--- config.mk ---
export PLATFORM = sky130hd
export DESIGN_NAME = sliding_window_maximum_core_flat
export DESIGN_NICKNAME = d
export VERILOG_FILES = /design/src/design/swm_pkg.sv /design/src/design/swm_if.sv /design/src/design/sliding_window_maximum_core.sv /design/src/design/swm_cell.sv /design/src/design/swm_max_tree.sv /design/src/flat_wrapper.sv
export SDC_FILE = /design/constraint.sdc
export NUM_CORES = 2
export LEC_CHECK = 0
export BUFFER_PORTS_ARGS = -buffer_cell sky130_fd_sc_hd__buf_2
export CAP_MARGIN = 10
export CORE_MARGIN = 4
export CORE_UTILIZATION = 65
export DETAILED_ROUTE_END_ITERATION = 12
export PLACE_DENSITY = 0.86
export SYNTH_ARGS = -nofsm -noshare
export SYNTH_HDL_FRONTEND = slang
export SYNTH_SLANG_ARGS = --single-unit
--- constraint.sdc ---
create_clock -name clk -period 26.7 [get_ports clk]
set_input_delay 1.335 -clock clk [delete_from_list [all_inputs] [get_ports clk]]
set_output_delay 1.335 -clock clk [all_outputs]
set_load 0.005 [all_outputs]
--- src/design/swm_pkg.sv ---
// Shared constants of the sliding window maximum filter.
package swm_pkg;

  // Default number of cells, which is the largest window the filter supports.
  localparam int unsigned WINDOW_MAX_DEF = 64;

  // Default sample width in bits.
  localparam int unsigned SAMPLE_WIDTH_DEF = 16;

  // Width of the window size register.
  localparam int unsigned CFG_WIDTH = 7;

  // Window size after reset.
  localparam logic [CFG_WIDTH-1:0] WINDOW_SIZE_RESET = CFG_WIDTH'(1);

endpackage

--- src/design/swm_if.sv ---
// Stream interfaces of the sliding window maximum filter: samples, results and configuration.

interface swm_sample_if #(
  parameter int unsigned SAMPLE_WIDTH = swm_pkg::SAMPLE_WIDTH_DEF
);
  logic                           valid;
  logic                           ready;
  logic signed [SAMPLE_WIDTH-1:0] sample;
  logic                           start_of_sequence;

  modport source (output valid, output sample, output start_of_sequence, input ready);
  modport sink (input valid, input sample, input start_of_sequence, output ready);
endinterface

interface swm_result_if #(
  parameter int unsigned SAMPLE_WIDTH = swm_pkg::SAMPLE_WIDTH_DEF
);
  logic                           valid;
  logic                           ready;
  logic signed [SAMPLE_WIDTH-1:0] window_max;

  modport source (output valid, output window_max, input ready);
  modport sink (input valid, input window_max, output ready);
endinterface

interface swm_cfg_if;
  logic                             valid;
  logic                             ready;
  logic [swm_pkg::CFG_WIDTH-1:0]    window_size;

  modport source (output valid, output window_size, input ready);
  modport sink (input valid, input window_size, output ready);
endinterface

--- src/design/sliding_window_maximum_core.sv ---
// Top level of the sliding window maximum filter: cell chain, control and maximum tree.
//
// Usage: samples arrive on the samples channel, one transfer per item, with a
// start_of_sequence flag that clears all candidates before the sample is taken.
// Once window_size samples of the current sequence have arrived, each sample
// yields one transfer on the results channel carrying the maximum of the last
// window_size samples; earlier samples yield nothing.
// The cfg channel writes window_size (0 acts as 1, values above WINDOW_MAX act as
// WINDOW_MAX); it is always ready and is meant to be written while the filter is idle.
// Throughput: one sample per clock cycle while results are not stalled. Every cell
// compares its held sample against the new one in the same cycle and hands its
// candidate to the next cell. The cells load a sample at its transfer edge; its
// result then passes through the registered levels of the maximum tree to the
// root register, where it is offered.
// When the results receiver stalls, the whole pipeline holds and samples.ready
// drops; the output register keeps its value until it is taken.
// Reset clears all candidates, the sample count and the pipeline, and sets
// window_size to 1.
module sliding_window_maximum_core #(
  parameter int unsigned WINDOW_MAX   = swm_pkg::WINDOW_MAX_DEF,
  parameter int unsigned SAMPLE_WIDTH = swm_pkg::SAMPLE_WIDTH_DEF
) (
  input  logic          clk,
  input  logic          rst,
  swm_cfg_if.sink       cfg,
  swm_sample_if.sink    samples,
  swm_result_if.source  results
);

  localparam int unsigned CW = swm_pkg::CFG_WIDTH;
  localparam int unsigned WW = $clog2(WINDOW_MAX + 1);
  localparam int unsigned KW = (CW > WW) ? CW : WW;

  logic [CW-1:0]                 window_size;
  logic [KW-1:0]                 k;
  logic [KW-1:0]                 seen_count;
  logic [KW-1:0]                 seen_count_next;
  logic [KW-1:0]                 seen_base;
  logic                          emit;
  logic                          stage_valid;
  logic                          advance;
  logic                          accept;
  logic                          tree_valid;
  logic signed [SAMPLE_WIDTH-1:0] tree_max;

  logic                          cell_alive [WINDOW_MAX];
  logic signed [SAMPLE_WIDTH-1:0] cell_value [WINDOW_MAX];
  logic                          hand_alive [WINDOW_MAX-1];
  logic signed [SAMPLE_WIDTH-1:0] hand_value [WINDOW_MAX-1];

  // Configuration register, written on every cfg transfer.
  assign cfg.ready = 1'b1;

  always_ff @(posedge clk) begin
    if (rst) begin
      window_size <= swm_pkg::WINDOW_SIZE_RESET;
    end else if (cfg.valid) begin
      window_size <= cfg.window_size;
    end
  end

  // Effective window length.
  always_comb begin
    if (window_size == '0) begin
      k = KW'(1);
    end else if (KW'(window_size) > KW'(WINDOW_MAX)) begin
      k = KW'(WINDOW_MAX);
    end else begin
      k = KW'(window_size);
    end
  end

  // The pipeline moves whenever the output register is free or being taken.
  assign advance       = !results.valid || results.ready;
  assign samples.ready = advance;
  assign accept        = samples.valid && advance;

  // Sample count of the current sequence, saturating at the window length.
  always_comb begin
    seen_base = samples.start_of_sequence ? '0 : seen_count;
    if (seen_base > k) begin
      seen_base = k;
    end
    if (seen_base < k) begin
      seen_count_next = seen_base + KW'(1);
    end else begin
      seen_count_next = seen_base;
    end
    emit = (seen_count_next >= k);
  end

  always_ff @(posedge clk) begin
    if (rst) begin
      seen_count  <= '0;
      stage_valid <= 1'b0;
    end else if (advance) begin
      stage_valid <= accept && emit;
      if (accept) begin
        seen_count <= seen_count_next;
      end
    end
  end

  // Chain of cells; cell i holds the sample of age i + 1 once a new one arrives.
  for (genvar i = 0; i < WINDOW_MAX; i++) begin : g_cell
    logic                           prev_alive;
    logic signed [SAMPLE_WIDTH-1:0] prev_value;

    if (i == 0) begin : g_head
      assign prev_alive = 1'b1;
      assign prev_value = samples.sample;
    end else begin : g_body
      assign prev_alive = hand_alive[i-1];
      assign prev_value = hand_value[i-1];
    end

    if (i < WINDOW_MAX - 1) begin : g_mid
      swm_cell #(
        .INDEX (i),
        .SW    (SAMPLE_WIDTH),
        .KW    (KW)
      ) u_cell (
        .clk        (clk),
        .rst        (rst),
        .en         (accept),
        .start      (samples.start_of_sequence),
        .k          (k),
        .sample     (samples.sample),
        .prev_alive (prev_alive),
        .prev_value (prev_value),
        .alive      (cell_alive[i]),
        .value      (cell_value[i]),
        .hand_alive (hand_alive[i]),
        .hand_value (hand_value[i])
      );
    end else begin : g_tail
      swm_cell #(
        .INDEX (i),
        .SW    (SAMPLE_WIDTH),
        .KW    (KW)
      ) u_cell (
        .clk        (clk),
        .rst        (rst),
        .en         (accept),
        .start      (samples.start_of_sequence),
        .k          (k),
        .sample     (samples.sample),
        .prev_alive (prev_alive),
        .prev_value (prev_value),
        .alive      (cell_alive[i]),
        .value      (cell_value[i]),
        .hand_alive (),
        .hand_value ()
      );
    end
  end

  // Maximum over the surviving candidates.
  swm_max_tree #(
    .N_CELLS (WINDOW_MAX),
    .SW      (SAMPLE_WIDTH)
  ) u_tree (
    .clk        (clk),
    .rst        (rst),
    .advance    (advance),
    .in_valid   (stage_valid),
    .cell_value (cell_value),
    .cell_alive (cell_alive),
    .out_valid  (tree_valid),
    .out_max    (tree_max)
  );

  assign results.valid      = tree_valid;
  assign results.window_max = tree_max;

endmodule

--- src/design/swm_cell.sv ---
// One cell of the candidate chain: holds a sample of fixed age and its candidate flag.
module swm_cell #(
  parameter int unsigned INDEX = 0,
  parameter int unsigned SW    = swm_pkg::SAMPLE_WIDTH_DEF,
  parameter int unsigned KW    = swm_pkg::CFG_WIDTH
) (
  input  logic                 clk,
  input  logic                 rst,
  input  logic                 en,
  input  logic                 start,
  input  logic [KW-1:0]        k,
  input  logic signed [SW-1:0] sample,
  input  logic                 prev_alive,
  input  logic signed [SW-1:0] prev_value,
  output logic                 alive,
  output logic signed [SW-1:0] value,
  output logic                 hand_alive,
  output logic signed [SW-1:0] hand_value
);

  // Age of the held sample at the moment the next sample arrives.
  localparam int unsigned AGE = INDEX + 1;

  logic expire;
  logic beaten;

  // A candidate leaves when it ages out of the window, when a new sequence
  // starts, or when the new sample is at least as large.
  always_comb begin
    expire     = (32'(k) <= AGE);
    beaten     = (value <= sample);
    hand_alive = alive && !start && !expire && !beaten;
    hand_value = value;
  end

  // Candidate flag, shifted in from the younger neighbor.
  always_ff @(posedge clk) begin
    if (rst) begin
      alive <= 1'b0;
    end else if (en) begin
      alive <= prev_alive;
    end
  end

  // Sample value, shifted in from the younger neighbor.
  always_ff @(posedge clk) begin
    if (en) begin
      value <= prev_value;
    end
  end

endmodule

--- src/design/swm_max_tree.sv ---
// Registered maximum tree over the candidate cells, one tree level per pipeline stage.
module swm_max_tree #(
  parameter int unsigned N_CELLS = swm_pkg::WINDOW_MAX_DEF,
  parameter int unsigned SW      = swm_pkg::SAMPLE_WIDTH_DEF
) (
  input  logic                 clk,
  input  logic                 rst,
  input  logic                 advance,
  input  logic                 in_valid,
  input  logic signed [SW-1:0] cell_value [N_CELLS],
  input  logic                 cell_alive [N_CELLS],
  output logic                 out_valid,
  output logic signed [SW-1:0] out_max
);

  localparam int unsigned LV = $clog2(N_CELLS);
  localparam int unsigned NL = 1 << LV;

  // Node registers in heap order, root at 1.
  logic signed [SW-1:0] nv  [1:NL-1];
  logic                 nok [1:NL-1];
  // All nodes and leaves in heap order, leaves at NL and up.
  logic signed [SW-1:0] av  [1:2*NL-1];
  logic                 aok [1:2*NL-1];
  // Stage valid flags, one per tree level.
  logic                 vld [1:LV];

  // Gather the node registers and the leaves; padding leaves hold no candidate.
  always_comb begin
    for (int h = 1; h < NL; h++) begin
      av[h]  = nv[h];
      aok[h] = nok[h];
    end
    for (int i = 0; i < NL; i++) begin
      if (i < N_CELLS) begin
        av[NL+i]  = cell_value[i];
        aok[NL+i] = cell_alive[i];
      end else begin
        av[NL+i]  = '0;
        aok[NL+i] = 1'b0;
      end
    end
  end

  // Each node keeps the larger of its two children that holds a candidate.
  always_ff @(posedge clk) begin
    if (advance) begin
      for (int h = 1; h < NL; h++) begin
        nok[h] <= aok[2*h] || aok[2*h+1];
        if (aok[2*h] && (!aok[2*h+1] || (av[2*h] >= av[2*h+1]))) begin
          nv[h] <= av[2*h];
        end else begin
          nv[h] <= av[2*h+1];
        end
      end
    end
  end

  // Valid flags travel with the tree levels.
  always_ff @(posedge clk) begin
    if (rst) begin
      for (int s = 1; s <= LV; s++) begin
        vld[s] <= 1'b0;
      end
    end else if (advance) begin
      vld[1] <= in_valid;
      for (int s = 2; s <= LV; s++) begin
        vld[s] <= vld[s-1];
      end
    end
  end

  assign out_valid = vld[LV];
  assign out_max   = nv[1];

endmodule

--- src/flat_wrapper.sv ---
// flat-port wrapper written by rule: the top's interface ports become plain ports
module sliding_window_maximum_core_flat 
#(
  parameter int unsigned WINDOW_MAX   = swm_pkg::WINDOW_MAX_DEF,
  parameter int unsigned SAMPLE_WIDTH = swm_pkg::SAMPLE_WIDTH_DEF
)
  (clk, rst, cfg_valid, cfg_window_size, cfg_ready, samples_valid, samples_sample, samples_start_of_sequence, samples_ready, results_valid, results_window_max, results_ready);
  swm_cfg_if cfg_i ();
  swm_sample_if #(.SAMPLE_WIDTH(SAMPLE_WIDTH)) samples_i ();
  swm_result_if #(.SAMPLE_WIDTH(SAMPLE_WIDTH)) results_i ();
  input  logic clk;
  input  logic rst;
  input wire logic [$bits(cfg_i.valid)-1:0] cfg_valid;
  input wire logic [$bits(cfg_i.window_size)-1:0] cfg_window_size;
  output wire logic [$bits(cfg_i.ready)-1:0] cfg_ready;
  input wire logic [$bits(samples_i.valid)-1:0] samples_valid;
  input wire logic [$bits(samples_i.sample)-1:0] samples_sample;
  input wire logic [$bits(samples_i.start_of_sequence)-1:0] samples_start_of_sequence;
  output wire logic [$bits(samples_i.ready)-1:0] samples_ready;
  output wire logic [$bits(results_i.valid)-1:0] results_valid;
  output wire logic [$bits(results_i.window_max)-1:0] results_window_max;
  input wire logic [$bits(results_i.ready)-1:0] results_ready;
  assign cfg_i.valid = cfg_valid;
  assign cfg_i.window_size = cfg_window_size;
  assign cfg_ready = cfg_i.ready;
  assign samples_i.valid = samples_valid;
  assign samples_i.sample = samples_sample;
  assign samples_i.start_of_sequence = samples_start_of_sequence;
  assign samples_ready = samples_i.ready;
  assign results_valid = results_i.valid;
  assign results_window_max = results_i.window_max;
  assign results_i.ready = results_ready;
  sliding_window_maximum_core #(.WINDOW_MAX(WINDOW_MAX), .SAMPLE_WIDTH(SAMPLE_WIDTH)) u_core (.clk(clk), .rst(rst), .cfg(cfg_i), .samples(samples_i), .results(results_i));
endmodule
# Word-level counts from Yosys, hierarchy flattened
# Memories as Yosys holds them, arrays and structs flattened.
# Index checks and enable logic that the tools add are counted.
# word_totals
regBits,1103
ram_bits,1077
inputBits,29
out_inout_bits,19
elab_cells,1429
n_memories,3
# op_classes
add_sub_neg,1
magnitude_cmp,193
n_mux,458
n_bitwise,69
n_reduce_logical,574
# memory_table
memory,words,word_bits,read_ports,rd_ports_with_merged_regs,wr,line_no,text
u_core.u_tree.nv,63,16,63,0,63,swm_max_tree.sv:20,logic signed [SW-1:0] nv [1:NL-1];
u_core.u_tree.nok,63,1,62,0,63,swm_max_tree.sv:21,logic nok [1:NL-1];
u_core.u_tree.vld,6,1,6,0,6,swm_max_tree.sv:26,logic vld [1:LV];
# op_table
operator,n
>= comparator 16 bit,63
<= comparator 16 bit,63
two-way mux 16 bit,63
two-way mux 1 bit,390
logical AND 1 bit,254
"<= comparator 7 x 6 -> 1 bit, second input constant",32
logical NOT 1 bit,191
logical OR 1 bit,127
"<= comparator 7 x 5 -> 1 bit, second input constant",16
OR 1 bit,69
"<= comparator 7 x 4 -> 1 bit, second input constant",8
two-way mux 7 bit,5
"<= comparator 7 x 3 -> 1 bit, second input constant",4
"<= comparator 7 x 2 -> 1 bit, second input constant",2
"adder 7 x 1 -> 7 bit, second input constant",1
>= comparator 7 bit,1
greater-than comparator 7 bit,1
"greater-than comparator 7 bit, second input constant",1
"<= comparator 7 x 1 -> 1 bit, second input constant",1
logical NOT 7 bit,1
< comparator 7 bit,1
AND reduction 2 bit,1

# Longest topological paths before layout
# logic_depth
word_depth,9
depth_mapped,26

# Cells and area by module
# A second synthesis with hierarchy kept.
# hier_totals
hier_cells,12617
area_unflattened_um2,145711.0
# by_module_without_submodules
mod,n_inst,cells_per_inst,area_each_um2,seq_area_each_um2
swm_max_tree,1,6300,74231.2,32311.0
swm_cell at u_core.g_cell[13].g_mid.u_cell ...,11,95,1092.3,500.5
swm_cell at u_core.g_cell[11].g_mid.u_cell ...,8,95,1093.5,500.5
swm_cell at u_core.g_cell[12].g_mid.u_cell ...,4,96,1081.0,500.5
swm_cell at u_core.g_cell[10].g_mid.u_cell ...,3,94,1103.6,500.5
swm_cell at u_core.g_cell[22].g_mid.u_cell ...,3,96,1096.1,500.5
swm_cell at u_core.g_cell[24].g_mid.u_cell ...,3,96,1082.3,500.5
swm_cell at u_core.g_cell[0].g_mid.u_cell ...,2,95,1107.3,500.5
swm_cell at u_core.g_cell[3].g_mid.u_cell ...,2,96,1094.8,500.5
swm_cell at u_core.g_cell[46].g_mid.u_cell ...,2,96,1093.5,500.5
swm_cell at u_core.g_cell[47].g_mid.u_cell ...,2,95,1091.0,500.5
sliding_window_maximum_core,1,179,1541.5,300.3
swm_cell at u_core.g_cell[44].g_mid.u_cell,1,95,1128.6,500.5
swm_cell at u_core.g_cell[56].g_mid.u_cell,1,95,1109.8,500.5
+22 rows,-,-,-,-

# Worst setup path before layout
# No wires, ideal clock.
# synth_timing
path_kind,input to register
from,input port results_ready
to,"register, netlist name u_core.u_tree.nv[0][1000]"
arrival_time_ns,21.445
t_required_ns,25.360
path_slack_ns,3.914
stages,6
path_buffers,4
path_cell_list,nor2b_1 > buf_2 > clkbuf_1 > clkbuf_1 > buf_1 > inv_1
# synth_rtl
item,line_no,text
"start, declared",flat_wrapper.sv:22,input wire logic [$bits(results_i.ready)-1:0] results_ready;

# Worst setup path in the final report
# layout_timing
from,input port results_ready
to,"register u_core.g_cell[55].g_mid.u_cell.value[12], enable pin"
# layout_via
elab_chain_cells,2
# layout_lines
item,line_no,text
logical OR 1 bit,sliding_window_maximum_core.sv:74,assign advance = !results.valid || results.ready;
logical AND 1 bit,sliding_window_maximum_core.sv:76,assign accept = samples.valid && advance;
via u_core.accept,sliding_window_maximum_core.sv:42,logic accept;
"end signal, assigned",swm_cell.sv:48,value <= prev_value;
"end, declared",swm_cell.sv:16,"output logic signed [SW-1:0] value,"
# The timed path passes the listed nets, and every way through them passes these cells.
# A chain may end at the register's enable or synchronous reset.

==> results.txt <==
----------------------------------------------------
[Setup path]
  Highest-delay cell along the critical path ... buf_4
  Ordered list of cells on the worst path ... buf_2, nor2b_4, buf_4, inv_8, nand2_2, buf_4, inv_8, buf_4, buf_4, buf_4, buf_4, buf_4
  Dominant cell type by count on the critical path ... buf_4
  Critical path launch point ... results_ready
  Endpoint class of the critical path ... flip-flop
  Reg-to-Reg Start ... u_core.u_tree.vld[0][6]
  Crit Reg-Reg Endpoint ... u_core.g_cell[55].g_mid.u_cell.hand_value[12]
  Critical path required time ... 27.19 ns
  Worst path arrival time ... 8.04 ns
  Sort of element at the start of the critical path ... input pin
  Crit Path Class ... in -> reg
  Number of cells traversed by the worst register-to-register path ... 11
  Reg-to-reg setup timing slack ... 19.18 ns
  Largest fanout on the critical path ... 87
  Maximum cell stage delay along the critical path ... 0.91 ns

[Cells and area]
  Fill cell instance count of the final layout ... 13,910
  Non-filler instance count after layout ... 14,880
  Commonest cells after routing, fill and taps aside ... 2,100 x edfxtp_1, 2,037 x ha_1, 1,163 x inv_1, 700 x nand2_1, 687 x nand3_1
  Area added between synthesis and finish ... 8.177%
  Share of layout cells above drive strength 1 ... 0.06473
  Net count of the finished layout ... 13,930
  Leading cell type in the layout, fill and taps excluded ... edfxtp_1
  Final instance area ... 147,900 um^2

[Routing]
  Count of vias placed by the detailed router ... 102,700
  Total wirelength of the detailed-routed design ... 403,600 um
  Starting DRC count in detailed routing ... 12,990
  Routed wire length per instance ... 27.12 um
  Number of remaining DRC errors ... 0
  Number of search-and-repair iterations in the first detailed-routing pass ... 8
  Vias per std cell ... 6.901
  Antenna Nets Post-Route ... 0

[Global route]
  Maximum number of pins on one net before global-route repair ... 191
  Antenna violations before repair ... 31
  First-pass GRT wire length ... 605,600 um
  Leftover overflow at the end of global routing ... 0
  Vias in the first global route ... 101,100
  Gr usage total ... 0.3628

[Synthesis]
  Syn Nets ... 13,880
  Top flip-flop cell by instance count after synthesis ... edfxtp_1
  Fraction of the yosys area taken by sequential cells ... 0.4726
  Number of distinct library cells after synthesis ... 96
  Flip-flop and latch count after synthesis ... 2,179
  Instance count of the mapped netlist ... 11,810
  Cell taking the most area after synthesis ... edfxtp_1
  Yosys top cell area share ... 0.4611
  Average cell area after synthesis ... 11.58 um^2
  EDFF count, synth ... 2,100
  Dominant cells by area after synthesis ... edfxtp_1 46%, ha_1 19%, mux2_1 5.3%
  Cell area after synthesis ... 136,800 um^2
  Number of warnings reported in the yosys synthesis log ... 0
  Share of synthesized flip-flops with an asynchronous set or reset ... 0

[Die]
  Rows ... 168
  Initial cell density of the core ... 0.6533
  Floorplan die width ... 466.7 um
  Die height ... 466.7 um
  Count of boundary I/O pins ... 48
  Std-Cell Core Area ... 209,400 um^2
  DIE AREA ... 217,800 um^2

[Place]
  Number of buffers added on ports ... 46
  Placer congestion estimate ... 0.9971
  HPWL after detailed placement ... 287,500 um
  Cell Count Post-Placement ... 14,440
  Post-place setup slack ... 18.38 ns
  Post-detailed-placement cell area ... 140,200 um^2

[Outcome]
  Run status ... finished, final reports clean

[Min path]
  Hold Path Sink ... u_core.g_cell[53].g_mid.u_cell.hand_value[0]
  Class of the worst hold path ... reg -> reg
  Beginning of the worst hold path ... u_core.g_cell[52].g_mid.u_cell.hand_value[0]
  Worst Hold Path Cells ... 0

[STA]
  Unrepaired setup endpoints after global routing ... no
  Final period util ... 0.2826
  Relative slew slack ... 0.1500
  Minimum clock period ... 7.545 ns
  Highest Clock Rate ... 132.5 MHz
  Setup clock skew after layout ... 0.04613 ns
  Setup TNS ... 0 ns
  Pins over their slew limit ... 0
  Slew at the pin with the worst max-slew slack ... 1.270 ns
  Post-Route Hold Slack ... 0.4459 ns
  Worst path setup slack after routing ... 19.15 ns
  Final setup violation count ... 0
  Number of hold violations in the final report ... 0

[Clocking]
  CTS Buffer Depth ... 3
  TritonCTS sink count ... 2,179
  Number of hold buffers added after cts ... 0
  H-tree levels ... 4
  TritonCTS clock tree ... yes
  Count of buffers added by post-CTS timing repair for setup ... 0
  Clock-pin slew reported for the worst setup and hold paths after clock tree synthesis ... 0.07 ns
  Latest clock arrival within the worst-skew pair ... 0.90 ns
  Buffer cell driving the clock tree root ... clkbuf_16
  Num CTS Buffers ... 225
  Post-cts repair resize count ... 0

[Power and ir drop]
  Highest ir drop seen on vdd ... 0.00007302 V
  Static leakage power ... 0.06275 uW
  Pwr dens ... 58.76 nW/um^2

[Run]
  Number of max-capacitance violations reported ... 0

----------------------------------------------------
## report_power, final
| group | switching, uW | total (uW) | internal [uW] | leakage (uW) |
|---|---|---|---|---|
| Combinational | 695 | 1170 | 479 | 0.0369 |
| Clock | 1410 | 3260 | 1850 | 0.00368 |
| Sequential | 267 | 4260 | 3990 | 0.0222 |
| Total | 2380 | 8690 | 6320 | 0.0627 |
## through the flow
step             util  total power (uW)
5_1_grt        0.7066              8987
3_3_place_gp   0.6697              5338
2_1_floorplan       -              4993
4_1_cts        0.7058              8660
3_5_place_dp   0.6697              5431
6_report       0.7067              8693
## kinds of logic after synthesis
family | share of synthesized area
and+or+nand+nor | 0.1066
AOI/OAI and AO/OA | 0.1227
DFF | 0.4726
adders and majority gates | 0.1864
buffers and inverters | 0.04460
muxes | 0.06651
xor gates and xnor gates | 0.0005123
other | 0.00002742
## worst max-delay path, delay by kind of cell
kind | cells | cell delay [ns]
buf+inv | 10 | 6.12
simple gates | 2 | 0.14
## worst max path at each step
stage	endpoint
after floorplan	u_core.u_tree.nv[0][1000]
after global placement	u_core.g_cell[53].g_mid.u_cell.hand_value[8]
after detailed placement	u_core.g_cell[51].g_mid.u_cell.hand_value[14]
after CTS	u_core.g_cell[53].g_mid.u_cell.hand_value[7]
after global routing	u_core.g_cell[54].g_mid.u_cell.hand_value[14]
final	u_core.g_cell[55].g_mid.u_cell.hand_value[12]
## area by class of cell
class                           count  area, um^2  share of cell area
Tap cell                         2805        3510             0.02372
Timing Repair Buffer              186        1433            0.009683
Clock inverter                    142        1553             0.01050
Inverter                         1185        4508             0.03047
Clock buffer                      286        6010             0.04062
Sequential cell                  2179       64640              0.4369
Antenna cell                       13       32.53           0.0002199
Multi-Input combinational cell   8088       66260              0.4479
## metal layers
metal,track usage,vias up,part of all wire
li1,-,45410,-
met1,0.4674,49770,0.37
met2,0.5668,6020,0.45
met3,0.07087,1509,0.10
met4,0.2266,12,0.074
met5,0,-,0.00020
## synthesized netlist by cell type, drive strengths merged (33+ instances only)
library cell and n:
a21o 381, ha 2037, o2111ai 44, a211oi 66, o211ai 187, o31ai 56, a2111oi 56, and3 48
mux2i 101, buf 91, inv 1185, nand2 701, or2 77, nand4 408, and4 33, a311o 48
o21a 140, nor2b 182, edfxtp 2100, mux2 718, nor2 351, nand2b 89, nor4 37, a21oi 501
nor3 133, o21ai 363, o311a 182, dfxtp 79, or3 54, clkbuf 264, nand3 689, a31oi 54
o311ai 79
## sequential cells by signal (all words and copies together), names as in the netlist
| name | flops |
|---|---|
| u_core.g_cell.g_mid.u_cell.hand_value | 1008 |
| u_core.u_tree.nok | 62 |
| u_core.stage_valid | 1 |
| u_core.window_size | 7 |
| u_core.g_cell.g_mid.u_cell.alive | 63 |
| u_core.seen_count | 7 |
| u_core.u_tree.nv | 1008 |
| u_core.g_cell.g_tail.u_cell.hand_value | 16 |
| u_core.g_cell.g_tail.u_cell.alive | 1 |
| u_core.u_tree.vld | 6 |
No activity file was read; power rests on OpenSTA's default activity.
